**config.mk**
```make
export PLATFORM = sky130hd
export DESIGN_NAME = raster_packbits_line_decoder_flat
export DESIGN_NICKNAME = d
export VERILOG_FILES = /design/src/sv/rpld_pkg.sv /design/src/sv/rpld_in_if.sv /design/src/sv/rpld_out_if.sv /design/src/sv/rpld_cfg_if.sv /design/src/sv/raster_packbits_line_decoder.sv /design/src/flat_wrapper.sv
export SDC_FILE = /design/constraint.sdc
export NUM_CORES = 1
export LEC_CHECK = 0
export ABC_AREA = 1
export BUFFER_PORTS_ARGS = -buffer_cell sky130_fd_sc_hd__buf_2
export CAP_MARGIN = 20
export CORE_AREA = 5 5 307 309
export DETAILED_ROUTE_END_ITERATION = 6
export DIE_AREA = 0 0 312 314
export GPL_TIMING_DRIVEN = 0
export PLACE_DENSITY = 0.4
export SETUP_SLACK_MARGIN = 0.2
export SYNTH_ARGS = -nofsm -noshare
export SYNTH_HDL_FRONTEND = slang
export SYNTH_SLANG_ARGS = --single-unit
```
**constraint.sdc**
```tcl
create_clock -name clk_i -period 17.5 [get_ports clk_i]
set_clock_uncertainty 0.05 [all_clocks]
set_input_delay 3.5 -clock clk_i [delete_from_list [all_inputs] [get_ports clk_i]]
set_output_delay 3.5 -clock clk_i [all_outputs]
set_load 0.1 [all_outputs]
```
**src/sv/rpld_pkg.sv**
```systemverilog
`default_nettype none

package rpld_pkg;

  // Sizing
  localparam int MAX_PIXEL_BYTES = 3;
  localparam int COORD_BITS      = 16;
  localparam int PIX_W           = 8 * MAX_PIXEL_BYTES;
  localparam int STREAM_W        = 8;
  localparam int BPP_W           = 2;
  localparam int COPY_W          = 9;
  localparam int RUN_W           = 8;
  localparam int KIND_W          = 2;
  localparam int CFG_IDX_W       = 2;
  localparam int CFG_DATA_W      = 16;

  // Result kinds
  localparam logic [KIND_W-1:0] KIND_RUN     = 2'd0;
  localparam logic [KIND_W-1:0] KIND_LINE    = 2'd1;
  localparam logic [KIND_W-1:0] KIND_IGNORED = 2'd2;

  // Register indexes
  localparam logic [CFG_IDX_W-1:0] REG_BPP    = 2'd0;
  localparam logic [CFG_IDX_W-1:0] REG_WIDTH  = 2'd1;
  localparam logic [CFG_IDX_W-1:0] REG_HEIGHT = 2'd2;

  typedef struct packed {
    logic [KIND_W-1:0]     out_kind;
    logic [COORD_BITS-1:0] run_start;
    logic [COORD_BITS-1:0] run_length;
    logic [PIX_W-1:0]      pixel_value;
    logic [COORD_BITS-1:0] line_first;
    logic [COPY_W-1:0]     line_copies;
    logic                  page_complete;
    logic                  last;
  } result_t;

endpackage

`default_nettype wire

```
**src/sv/rpld_in_if.sv**
```systemverilog
`default_nettype none

interface rpld_in_if;
  logic                          valid;
  logic                          ready;
  logic [rpld_pkg::STREAM_W-1:0] stream_byte;

  modport source (output valid, output stream_byte, input ready);
  modport sink (input valid, input stream_byte, output ready);
endinterface

`default_nettype wire

```
**src/sv/rpld_out_if.sv**
```systemverilog
`default_nettype none

interface rpld_out_if;
  logic                            valid;
  logic                            ready;
  logic [rpld_pkg::KIND_W-1:0]     out_kind;
  logic [rpld_pkg::COORD_BITS-1:0] run_start;
  logic [rpld_pkg::COORD_BITS-1:0] run_length;
  logic [rpld_pkg::PIX_W-1:0]      pixel_value;
  logic [rpld_pkg::COORD_BITS-1:0] line_first;
  logic [rpld_pkg::COPY_W-1:0]     line_copies;
  logic                            page_complete;
  logic                            last;

  modport source (
    output valid, output out_kind, output run_start, output run_length,
    output pixel_value, output line_first, output line_copies,
    output page_complete, output last, input ready
  );
  modport sink (
    input valid, input out_kind, input run_start, input run_length,
    input pixel_value, input line_first, input line_copies,
    input page_complete, input last, output ready
  );
endinterface

`default_nettype wire

```
**src/sv/rpld_cfg_if.sv**
```systemverilog
`default_nettype none

interface rpld_cfg_if;
  logic                            valid;
  logic                            ready;
  logic [rpld_pkg::CFG_IDX_W-1:0]  index;
  logic [rpld_pkg::CFG_DATA_W-1:0] data;

  modport source (output valid, output index, output data, input ready);
  modport sink (input valid, input index, input data, output ready);
endinterface

`default_nettype wire

```
**src/sv/raster_packbits_line_decoder.sv**
```systemverilog
// PackBits raster line decoder. Takes one compressed byte per cycle on in_i and
// reports pixel runs, one line-done word per finished line (first line index and
// copy count, clamped to the page) and one flag word per byte arriving after the
// page is complete. A byte is decoded in the cycle it is accepted and its one or
// two result words go into a three-word result queue that drains one word per
// cycle on out_o while out_o.ready is high. A byte that finishes a line makes
// two words, so the sustained rate is one byte per cycle except that each
// finished line adds an extra output word; in_i.ready drops while the queue
// holds two or more words. The configuration port is always ready; any write to
// a known register returns the decoder to the start of a page.
`default_nettype none

module raster_packbits_line_decoder (
  input  wire  clk_i,
  input  wire  rst_ni,
  rpld_in_if.sink    in_i,
  rpld_out_if.source out_o,
  rpld_cfg_if.sink   cfg_i
);
  import rpld_pkg::*;

  localparam int QDEPTH = 3;
  localparam int QCNT_W = $clog2(QDEPTH + 1);

  typedef enum logic [1:0] {
    PH_REPEAT,
    PH_CODE,
    PH_RUNPIX,
    PH_LITPIX
  } phase_e;

  // Configuration registers
  logic [BPP_W-1:0]      bpp_q, bpp_d;
  logic [COORD_BITS-1:0] width_q, width_d;
  logic [COORD_BITS-1:0] height_q, height_d;

  // Decoder state
  phase_e                phase_q, phase_d;
  logic [COPY_W-1:0]     rc_q, rc_d;
  logic [RUN_W-1:0]      pr_q, pr_d;
  logic [BPP_W-1:0]      bi_q, bi_d;
  logic [PIX_W-1:0]      acc_q, acc_d;
  logic [COORD_BITS-1:0] pos_q, pos_d;
  logic [COORD_BITS-1:0] cur_q, cur_d;
  logic                  page_q, page_d;

  // Result queue
  result_t               slot_q [QDEPTH];
  result_t               slot_d [QDEPTH];
  logic [QCNT_W-1:0]     cnt_q, cnt_d;

  logic                  in_acc, out_pop, cfg_acc;
  logic [BPP_W-1:0]      bpp_eff;
  logic [COORD_BITS-1:0] w_eff, h_eff, rest, left, run_len;
  logic [PIX_W-1:0]      white, acc_new, run_val;
  logic [BPP_W-1:0]      bi_inc;
  logic [COPY_W-1:0]     copies;
  logic                  do_run, line_done, push0, push1;
  result_t               r0, r1;
  logic [QCNT_W-1:0]     base;
  logic [STREAM_W-1:0]   b;

  assign b       = in_i.stream_byte;
  assign in_acc  = in_i.valid && in_i.ready;
  assign out_pop = out_o.valid && out_o.ready;
  assign cfg_acc = cfg_i.valid && cfg_i.ready;

  assign in_i.ready  = (cnt_q <= QCNT_W'(1));
  assign cfg_i.ready = 1'b1;

  // Effective register values: zero acts as one, pixel size clamped
  always_comb begin
    if (bpp_q == '0) begin
      bpp_eff = BPP_W'(1);
    end else if (bpp_q > BPP_W'(MAX_PIXEL_BYTES)) begin
      bpp_eff = BPP_W'(MAX_PIXEL_BYTES);
    end else begin
      bpp_eff = bpp_q;
    end
    w_eff = (width_q == '0) ? COORD_BITS'(1) : width_q;
    h_eff = (height_q == '0) ? COORD_BITS'(1) : height_q;
    for (int j = 0; j < MAX_PIXEL_BYTES; j++) begin
      white[8*j +: 8] = (BPP_W'(j) < bpp_eff) ? 8'hFF : 8'h00;
    end
  end

  // Decode one byte
  always_comb begin
    phase_d  = phase_q;
    rc_d     = rc_q;
    pr_d     = pr_q;
    bi_d     = bi_q;
    acc_d    = acc_q;
    pos_d    = pos_q;
    cur_d    = cur_q;
    page_d   = page_q;
    r0       = '0;
    r1       = '0;
    push0    = 1'b0;
    push1    = 1'b0;
    do_run   = 1'b0;
    run_len  = '0;
    run_val  = '0;
    rest     = w_eff - pos_q;
    left     = h_eff - cur_q;
    acc_new  = {acc_q[PIX_W-9:0], b};
    bi_inc   = bi_q + BPP_W'(1);
    copies   = (COORD_BITS'(rc_q) > left) ? COPY_W'(left) : rc_q;

    if (page_q) begin
      push0            = 1'b1;
      r0.out_kind      = KIND_IGNORED;
      r0.page_complete = 1'b1;
      r0.last          = 1'b1;
    end else begin
      unique case (phase_q)
        PH_REPEAT: begin
          rc_d    = COPY_W'(b) + COPY_W'(1);
          pos_d   = '0;
          phase_d = PH_CODE;
        end
        PH_CODE: begin
          if (b == 8'h80) begin
            do_run  = 1'b1;
            run_len = rest;
            run_val = white;
          end else begin
            bi_d  = '0;
            acc_d = '0;
            if (!b[7]) begin
              pr_d    = b + RUN_W'(1);
              phase_d = PH_RUNPIX;
            end else begin
              pr_d    = ~b + RUN_W'(2);
              phase_d = PH_LITPIX;
            end
          end
        end
        default: begin
          acc_d = acc_new;
          bi_d  = bi_inc;
          if (bi_inc >= bpp_eff) begin
            bi_d    = '0;
            acc_d   = '0;
            do_run  = 1'b1;
            run_val = acc_new;
            if (phase_q == PH_RUNPIX) begin
              run_len = (COORD_BITS'(pr_q) > rest) ? rest : COORD_BITS'(pr_q);
              pr_d    = '0;
              phase_d = PH_CODE;
            end else begin
              run_len = COORD_BITS'(1);
              pr_d    = pr_q - RUN_W'(1);
              if (pr_q == RUN_W'(1)) begin
                phase_d = PH_CODE;
              end
            end
          end
        end
      endcase
    end

    // Emit the run, then the line-done word if the line is full
    line_done = do_run && (run_len == rest);
    if (do_run) begin
      push0          = 1'b1;
      r0.out_kind    = KIND_RUN;
      r0.run_start   = pos_q;
      r0.run_length  = run_len;
      r0.pixel_value = run_val;
      r0.last        = !line_done;
      pos_d          = pos_q + run_len;
    end
    if (line_done) begin
      push1            = 1'b1;
      r1.out_kind      = KIND_LINE;
      r1.line_first    = cur_q;
      r1.line_copies   = copies;
      r1.page_complete = (COORD_BITS'(copies) == left);
      r1.last          = 1'b1;
      cur_d            = cur_q + COORD_BITS'(copies);
      page_d           = (COORD_BITS'(copies) == left);
      phase_d          = PH_REPEAT;
    end
  end

  // Result queue: shift on pop, append new words behind the survivors
  always_comb begin
    base  = cnt_q - QCNT_W'(out_pop);
    cnt_d = base;
    if (in_acc && push0) cnt_d = cnt_d + QCNT_W'(1);
    if (in_acc && push1) cnt_d = cnt_d + QCNT_W'(1);
    for (int i = 0; i < QDEPTH; i++) begin
      slot_d[i] = (out_pop && i < QDEPTH - 1) ? slot_q[(i + 1) % QDEPTH] : slot_q[i];
      if (in_acc && push0 && base == QCNT_W'(i)) slot_d[i] = r0;
      if (in_acc && push1 && base + QCNT_W'(1) == QCNT_W'(i)) slot_d[i] = r1;
    end
  end

  // Configuration writes
  always_comb begin
    bpp_d    = bpp_q;
    width_d  = width_q;
    height_d = height_q;
    if (cfg_acc) begin
      unique case (cfg_i.index)
        REG_BPP:    bpp_d    = cfg_i.data[BPP_W-1:0];
        REG_WIDTH:  width_d  = cfg_i.data[COORD_BITS-1:0];
        REG_HEIGHT: height_d = cfg_i.data[COORD_BITS-1:0];
        default:    ;
      endcase
    end
  end

  // State, registers and result queue
  always_ff @(posedge clk_i or negedge rst_ni) begin
    if (!rst_ni) begin
      bpp_q    <= BPP_W'(1);
      width_q  <= COORD_BITS'(1);
      height_q <= COORD_BITS'(1);
      phase_q  <= PH_REPEAT;
      rc_q     <= '0;
      pr_q     <= '0;
      bi_q     <= '0;
      acc_q    <= '0;
      pos_q    <= '0;
      cur_q    <= '0;
      page_q   <= 1'b0;
      cnt_q    <= '0;
      for (int i = 0; i < QDEPTH; i++) slot_q[i] <= '0;
    end else begin
      bpp_q    <= bpp_d;
      width_q  <= width_d;
      height_q <= height_d;
      cnt_q    <= cnt_d;
      for (int i = 0; i < QDEPTH; i++) slot_q[i] <= slot_d[i];
      if (cfg_acc && (cfg_i.index == REG_BPP || cfg_i.index == REG_WIDTH ||
                      cfg_i.index == REG_HEIGHT)) begin
        phase_q <= PH_REPEAT;
        rc_q    <= '0;
        pr_q    <= '0;
        bi_q    <= '0;
        acc_q   <= '0;
        pos_q   <= '0;
        cur_q   <= '0;
        page_q  <= 1'b0;
      end else if (in_acc) begin
        phase_q <= phase_d;
        rc_q    <= rc_d;
        pr_q    <= pr_d;
        bi_q    <= bi_d;
        acc_q   <= acc_d;
        pos_q   <= pos_d;
        cur_q   <= cur_d;
        page_q  <= page_d;
      end
    end
  end

  // Drive the output channel from the queue head
  assign out_o.valid         = (cnt_q != '0);
  assign out_o.out_kind      = slot_q[0].out_kind;
  assign out_o.run_start     = slot_q[0].run_start;
  assign out_o.run_length    = slot_q[0].run_length;
  assign out_o.pixel_value   = slot_q[0].pixel_value;
  assign out_o.line_first    = slot_q[0].line_first;
  assign out_o.line_copies   = slot_q[0].line_copies;
  assign out_o.page_complete = slot_q[0].page_complete;
  assign out_o.last          = slot_q[0].last;

endmodule

`default_nettype wire

```
**src/flat_wrapper.sv**
```systemverilog
// flat-port wrapper written by rule: the top's interface ports become plain ports
module raster_packbits_line_decoder_flat import rpld_pkg::*;
  (clk_i, rst_ni, in_i_valid, in_i_stream_byte, in_i_ready, out_o_valid, out_o_out_kind, out_o_run_start, out_o_run_length, out_o_pixel_value, out_o_line_first, out_o_line_copies, out_o_page_complete, out_o_last, out_o_ready, cfg_i_valid, cfg_i_index, cfg_i_data, cfg_i_ready);
  rpld_in_if in_i_i ();
  rpld_out_if out_o_i ();
  rpld_cfg_if cfg_i_i ();
  input  wire clk_i;
  input  wire rst_ni;
  input wire logic [$bits(in_i_i.valid)-1:0] in_i_valid;
  input wire logic [$bits(in_i_i.stream_byte)-1:0] in_i_stream_byte;
  output wire logic [$bits(in_i_i.ready)-1:0] in_i_ready;
  output wire logic [$bits(out_o_i.valid)-1:0] out_o_valid;
  output wire logic [$bits(out_o_i.out_kind)-1:0] out_o_out_kind;
  output wire logic [$bits(out_o_i.run_start)-1:0] out_o_run_start;
  output wire logic [$bits(out_o_i.run_length)-1:0] out_o_run_length;
  output wire logic [$bits(out_o_i.pixel_value)-1:0] out_o_pixel_value;
  output wire logic [$bits(out_o_i.line_first)-1:0] out_o_line_first;
  output wire logic [$bits(out_o_i.line_copies)-1:0] out_o_line_copies;
  output wire logic [$bits(out_o_i.page_complete)-1:0] out_o_page_complete;
  output wire logic [$bits(out_o_i.last)-1:0] out_o_last;
  input wire logic [$bits(out_o_i.ready)-1:0] out_o_ready;
  input wire logic [$bits(cfg_i_i.valid)-1:0] cfg_i_valid;
  input wire logic [$bits(cfg_i_i.index)-1:0] cfg_i_index;
  input wire logic [$bits(cfg_i_i.data)-1:0] cfg_i_data;
  output wire logic [$bits(cfg_i_i.ready)-1:0] cfg_i_ready;
  assign in_i_i.valid = in_i_valid;
  assign in_i_i.stream_byte = in_i_stream_byte;
  assign in_i_ready = in_i_i.ready;
  assign out_o_valid = out_o_i.valid;
  assign out_o_out_kind = out_o_i.out_kind;
  assign out_o_run_start = out_o_i.run_start;
  assign out_o_run_length = out_o_i.run_length;
  assign out_o_pixel_value = out_o_i.pixel_value;
  assign out_o_line_first = out_o_i.line_first;
  assign out_o_line_copies = out_o_i.line_copies;
  assign out_o_page_complete = out_o_i.page_complete;
  assign out_o_last = out_o_i.last;
  assign out_o_i.ready = out_o_ready;
  assign cfg_i_i.valid = cfg_i_valid;
  assign cfg_i_i.index = cfg_i_index;
  assign cfg_i_i.data = cfg_i_data;
  assign cfg_i_ready = cfg_i_i.ready;
  raster_packbits_line_decoder u_core (.clk_i(clk_i), .rst_ni(rst_ni), .in_i(in_i_i), .out_o(out_o_i), .cfg_i(cfg_i_i));
endmodule
```
* Word level (Yosys, flattened, before mapping) *
Cells that the tools add are included.

cells by class
  bitwise gates (word level) = 1
  order comparisons = 8
  reductions and logical operators = 42
  $add $sub $neg = 12
  mux-type cells = 86
  eq/ne operators = 18

operator list
  operator                                 number
  2-to-1 mux 85 bit                        8
  2-to-1 mux 16 bit                        20
  2-to-1 mux 8 bit                         10
  2-to-1 mux 24 bit                        3
  case mux 16 bit (2 select lines)         2
  2-to-1 mux 58 bit                        1
  case mux 24 bit (2 select lines)         1
  2-to-1 mux 9 bit                         5
  2-to-1 mux 2 bit                         19
  zero test 16 bit                         2
  subtractor 16 bit                        2
  2-to-1 mux 27 bit                        1
  adder 16 bit                             1
  adder 16 x 9 -> 16 bit                   1
  equality test 16 bit                     1
  equality test 9 x 16 -> 1 bit            1
  greater-than comparator 8 x 16 -> 1 bit  1
  greater-than comparator 9 x 16 -> 1 bit  1
  case mux 8 bit (2 select lines)          1
  logical AND 1 bit                        12
  2-to-1 mux 1 bit                         12
  nonzero test 3 bit                       4
  zero test 2 bit                          5
  AND reduction 5 bit                      2
  30 further kinds                         51

word-level totals
  output and inout bits = 88
  register bits = 361
  input bits = 31
  logic and storage cells = 203

* Depth between registers and ports, before layout *
  depth after elaboration = 15
  gate-level depth with buffers = 42
  gate-level depth less buffers = 42

* Worst setup path after synthesis *
Ideal clock, no wire load.

  path type = input to register
  from = input in_i_stream_byte[7]
  to = register u_core.pos_q[13]
  stages = 25
  required time = 17.367 ns
  data arrival time = 6.473 ns
  setup slack = 10.894 ns
  cell sequence = buf_2 -> inv_1 -> nor2_1 -> inv_1 -> nor2_1 -> nand3_1 -> inv_2 -> a22oi_1 -> nand2_1 -> nand2_1 -> a31oi_1 -> ha_1 -> nand3_1 -> and2_1 -> inv_1 -> a21oi_1 -> o21bai_1 -> a21oi_1 -> nand2_1 -> nand2_1 -> o21ai_0 -> nand3_1 -> nand3_1 -> nand2_1 -> o21ai_0

on the way
  longest elaborated chain between the ends = 8

RTL lines
  what                              RTL line                             text
  start, declared                   flat_wrapper.sv:10                   input wire logic [$bits(in_i_i.stream_byte)-1:0] in_i_stream_byte;
  equality test 8 bit (*)           raster_packbits_line_decoder.sv:123  if (b == 8'h80) begin
  2-to-1 mux 16 bit                 raster_packbits_line_decoder.sv:123
  case mux 16 bit (2 select lines)  raster_packbits_line_decoder.sv:116  unique case (phase_q)
  2-to-1 mux 16 bit                 raster_packbits_line_decoder.sv:110  if (page_q) begin
  adder 16 bit                      raster_packbits_line_decoder.sv:172  pos_d = pos_q + run_len;
  2-to-1 mux 16 bit                 raster_packbits_line_decoder.sv:165  if (do_run) begin
  2-to-1 mux 16 bit                 raster_packbits_line_decoder.sv:247  end else if (in_acc) begin
  2-to-1 mux 16 bit                 raster_packbits_line_decoder.sv:237  if (cfg_acc && (cfg_i.index == REG_BPP || cfg_i.index == REG_WIDTH ||
  end signal, assigned              raster_packbits_line_decoder.sv:253  pos_q <= pos_d;
  end, declared                     raster_packbits_line_decoder.sv:43   logic [COORD_BITS-1:0] pos_q, pos_d;

Every way passes the cells marked *; elsewhere a longest branch is shown, timed or not. The select of a mux whose other input is x is not followed.
A chain may end at the register's enable or synchronous reset.

* Final worst setup path *
  from = input in_i_stream_byte[1]
  to = register u_core.pos_q[13]

The elaborated chain is that of the path after synthesis.

==> results_dict.tcl <==
set metrics [dict create \
    tns_ns 0 \
    cts_setup_buffers 0 \
    syn_area_um2 22500 \
    die_x_um 312 \
    route.met2.wl_mm 38.7 \
    fin_crit_sh 0.435 \
    overflow 0 \
    initial_utilization 0.247 \
    power.density_nw_per_um2 163 \
    slew_viol_final 0 \
    slew_headroom 0.346 \
    wl_mm 83.1 \
    cts_sinks 361 \
    critPathLaunchType "input pin" \
    top_layer "met4" \
    fillers 10159 \
    wl_per_cell_um 18.7 \
    period_minus_slack_ns 7.61 \
    arrival_ns 8.01 \
    outcome "finished, final reports clean" \
    cp_max_fo 10 \
    ys_warn_count 0 \
    ys_types 54 \
    grt_usage 0.167 \
    ctsResizeCount 0 \
    routed_via_density 4.61 \
    ant_nets 0 \
    synthCells 3070 \
    clk_latency_ns 0.59 \
    tritoncts "built" \
    p_leak_nw 12.5 \
    synth-seq-cells 361 \
    antenna_cells 0 \
    wl_met3_mm 3.08 \
    peakVddDrop_uv 110 \
    end_kind "register" \
    utilization 0.286 \
    grt_max_degree 106 \
    wl_met1_mm 39.7 \
    synth-seq-area-share 0.401 \
    syn_to_final_growth_pct 15.7 \
    synth_area_leaders "dfrtp_1 40%, nand2_1 11%, inv_1 6.0%" \
    synth_top_area_frac 0.397 \
    layout_setup_ws_ns 9.89 \
    drtPass1Iterations 5 \
    drive_gt1_frac 0.120 \
    path_cells "buf_2 -> inv_1 -> ha_1 -> inv_1 -> nor2_1 -> nand3_1 -> inv_2 -> a22oi_1 -> nand2_1 -> nand2_1 -> a31oi_1 -> ha_1 -> nand3_1 -> and2_1 -> inv_1 -> a21oi_1 -> o21bai_1 -> a21oi_1 -> nand2_1 -> nand2_1 -> o21ai_0 -> nand3_1 -> a21oi_1 -> o21ai_0" \
    hpwl_mm 65.4 \
    clkSlewWorstSetupHoldPaths_ns 0.06 \
    crit_type "in2reg" \
    fin_nets 3353 \
    cpPeakStageDelay_ns 0.46 \
    layout_common_cells "676 x nand2_1, 360 x inv_1, 358 x dfrtp_1" \
    fmax_ghz 0.131 \
    grt_first_pass_wirelength_mm 128 \
    die_h_um 314 \
    rsz0062_at_grt "false" \
    synth_ff_type "dfrtp_1" \
    clockBufferDepth 3 \
    grt_antenna_before_repair 4 \
    cap_violations 0 \
    place_ws_ns 9.31 \
    avgSynthCellArea_um2 7.34 \
    dieArea_um2 98000 \
    hp-class "reg2reg" \
    core_area_um2 91100 \
    synth_edf_count 0 \
    grt_pass1_vias 20726 \
    layout.cells.most_common "nand2_1" \
    multi_input_area_um2 10600 \
    vias 20523 \
    clockRootBuffer "clkbuf_16" \
    gp_congestion 0.821 \
    drc 0 \
    setup_viol 0 \
    slowest_stage "a31oi_1" \
    cp_common_cell "nand2_1" \
    cp.required_ns 17.90 \
    worstMarginPinSlew_ns 0.974 \
    synth_top_cell_by_area "dfrtp_1" \
    row_count 111 \
    async_reset_ff_frac 1.00 \
    drt-initial-drc-count 1139 \
    final-hold-violation-count 0 \
    seqCellArea_um2 9040 \
    numCtsBuffers 43 \
    syn_nets 3188 \
    io_pins 119 \
    cts-htree-levels 2 \
    cts_hold_buf 0 \
    portBuffers 116 \
]
final cells by class:
type	count	share of cell area
clock buffers	67	0.0497
plain buffers	267	0.0558
clock inverters	12	0.00297
multi-input cells	2064	0.408
well taps	1186	0.0569
repair buffers	120	0.0262
flip-flops and latches	361	0.346
inverters	378	0.0544
through the flow:
| step | total power [mW] | hold slack [ns] | instances | area, um^2 |
|---|---|---|---|---|
| after detailed placement | 3.39 | 0.429 | 4375 | 24700 |
| after global placement | 3.39 | 0.430 | 4372 | 24600 |
| after floorplan | 2.89 | 0.401 | 3070 | 22500 |
| final | 4.26 | 0.438 | 4455 | 26100 |
| after CTS | 4.32 | 0.443 | 4454 | 26100 |
| after global routing | 4.55 | 0.460 | 4455 | 26100 |
critical path, delay by kind of cell:
| kind | cells | cell delay, ns |
|---|---|---|
| buffers and inverters | 5 | 0.85 |
| AOI/OAI and AO/OA | 8 | 1.66 |
| adders and majority gates | 2 | 0.56 |
| and+or+nand+nor | 9 | 1.43 |
worst paths after layout:
kind | startpoint | to | slack, ns | cells after the start
min | u_core.acc_q[12]$_DFFE_PN0P_ | u_core.acc_q[12]$_DFFE_PN0P_ | 0.44 | 2
min in group asynchronous | rst_ni | u_core.height_q[10]$_DFFE_PN0P_ | 2.88 | 1
max in group asynchronous | rst_ni | u_core.out_o.pixel_value[15]$_DFFE_PN0P_ | 13.05 | 3
max | in_i_stream_byte[1] | u_core.pos_q[13]$_DFFE_PN0P_ | 9.89 | 24
max reg2reg | u_core.height_q[9]$_DFFE_PN0P_ | u_core.cur_q[11]$_DFFE_PN0P_ | 9.99 | 37
min reg2reg | u_core.acc_q[12]$_DFFE_PN0P_ | u_core.acc_q[12]$_DFFE_PN0P_ | 0.44 | 2
cell families (layout without fill, tap and decap cells):
family / Yosys count / count (layout) / synth area share
buffers and inverters: 645 / 844 / 0.128
AO/OA/AOI/OAI: 566 / 566 / 0.137
XOR/XNOR: 46 / 46 / 0.0179
AND/OR/NAND/NOR: 1360 / 1360 / 0.265
flip-flops: 361 / 361 / 0.401
multiplexers: 4 / 4 / 0.00189
other: 1 / 1 / 0.000166
adder cells (fa/ha/maj): 87 / 87 / 0.0496
flip-flops by register name, indices dropped and copies added (netlist names):
| name | flops |
|---|---|
| u_core.pr_q | 8 |
| u_core.out_o.run_start | 16 |
| u_core.out_o.out_kind | 2 |
| u_core.cur_q | 16 |
| u_core.out_o.page_complete | 1 |
| u_core.out_o.line_first | 16 |
| u_core.out_o.line_copies | 9 |
| u_core.out_o.last | 1 |
| u_core.height_q | 16 |
| u_core.out_o.run_length | 16 |
| u_core.slot_q | 170 |
| u_core.page_q | 1 |
| u_core.phase_q | 2 |
| u_core.bpp_q | 2 |
| u_core.width_q | 16 |
| u_core.acc_q | 16 |
| u_core.bi_q | 2 |
| u_core.out_o.pixel_value | 24 |
| u_core.pos_q | 16 |
| u_core.rc_q | 9 |
| u_core.cnt_q | 2 |
where the power goes:
group,switching (mW),internal (mW)
clock network,0.392,0.510
logic,1.55,0.589
registers,0.143,1.08
total,2.08,2.18
synth_stat cells, drive strengths merged, types with 4 or more instances:
cell    number
and2         5
a21oi      182
clkbuf     122
nor2       249
clkinv       8
nand4       96
o22ai       31
buf        145
nand2      686
o21ai      269
xnor2       10
nand3b       6
o211ai      52
xor2        36
inv        370
a22oi        4
dfrtp      358
nor4        10
nand3      267
ha          83
or2         27
o21a         5
nor3        14
o21bai       6
fa           4
layer usage:
layer,GRT usage,vias to the layer above
li1,-,10305
met1,0.231,9764
met2,0.282,356
met3,0.0215,98
met4,0.0351,0
met5,0,-
No activity file was read; power rests on OpenSTA's default activity.
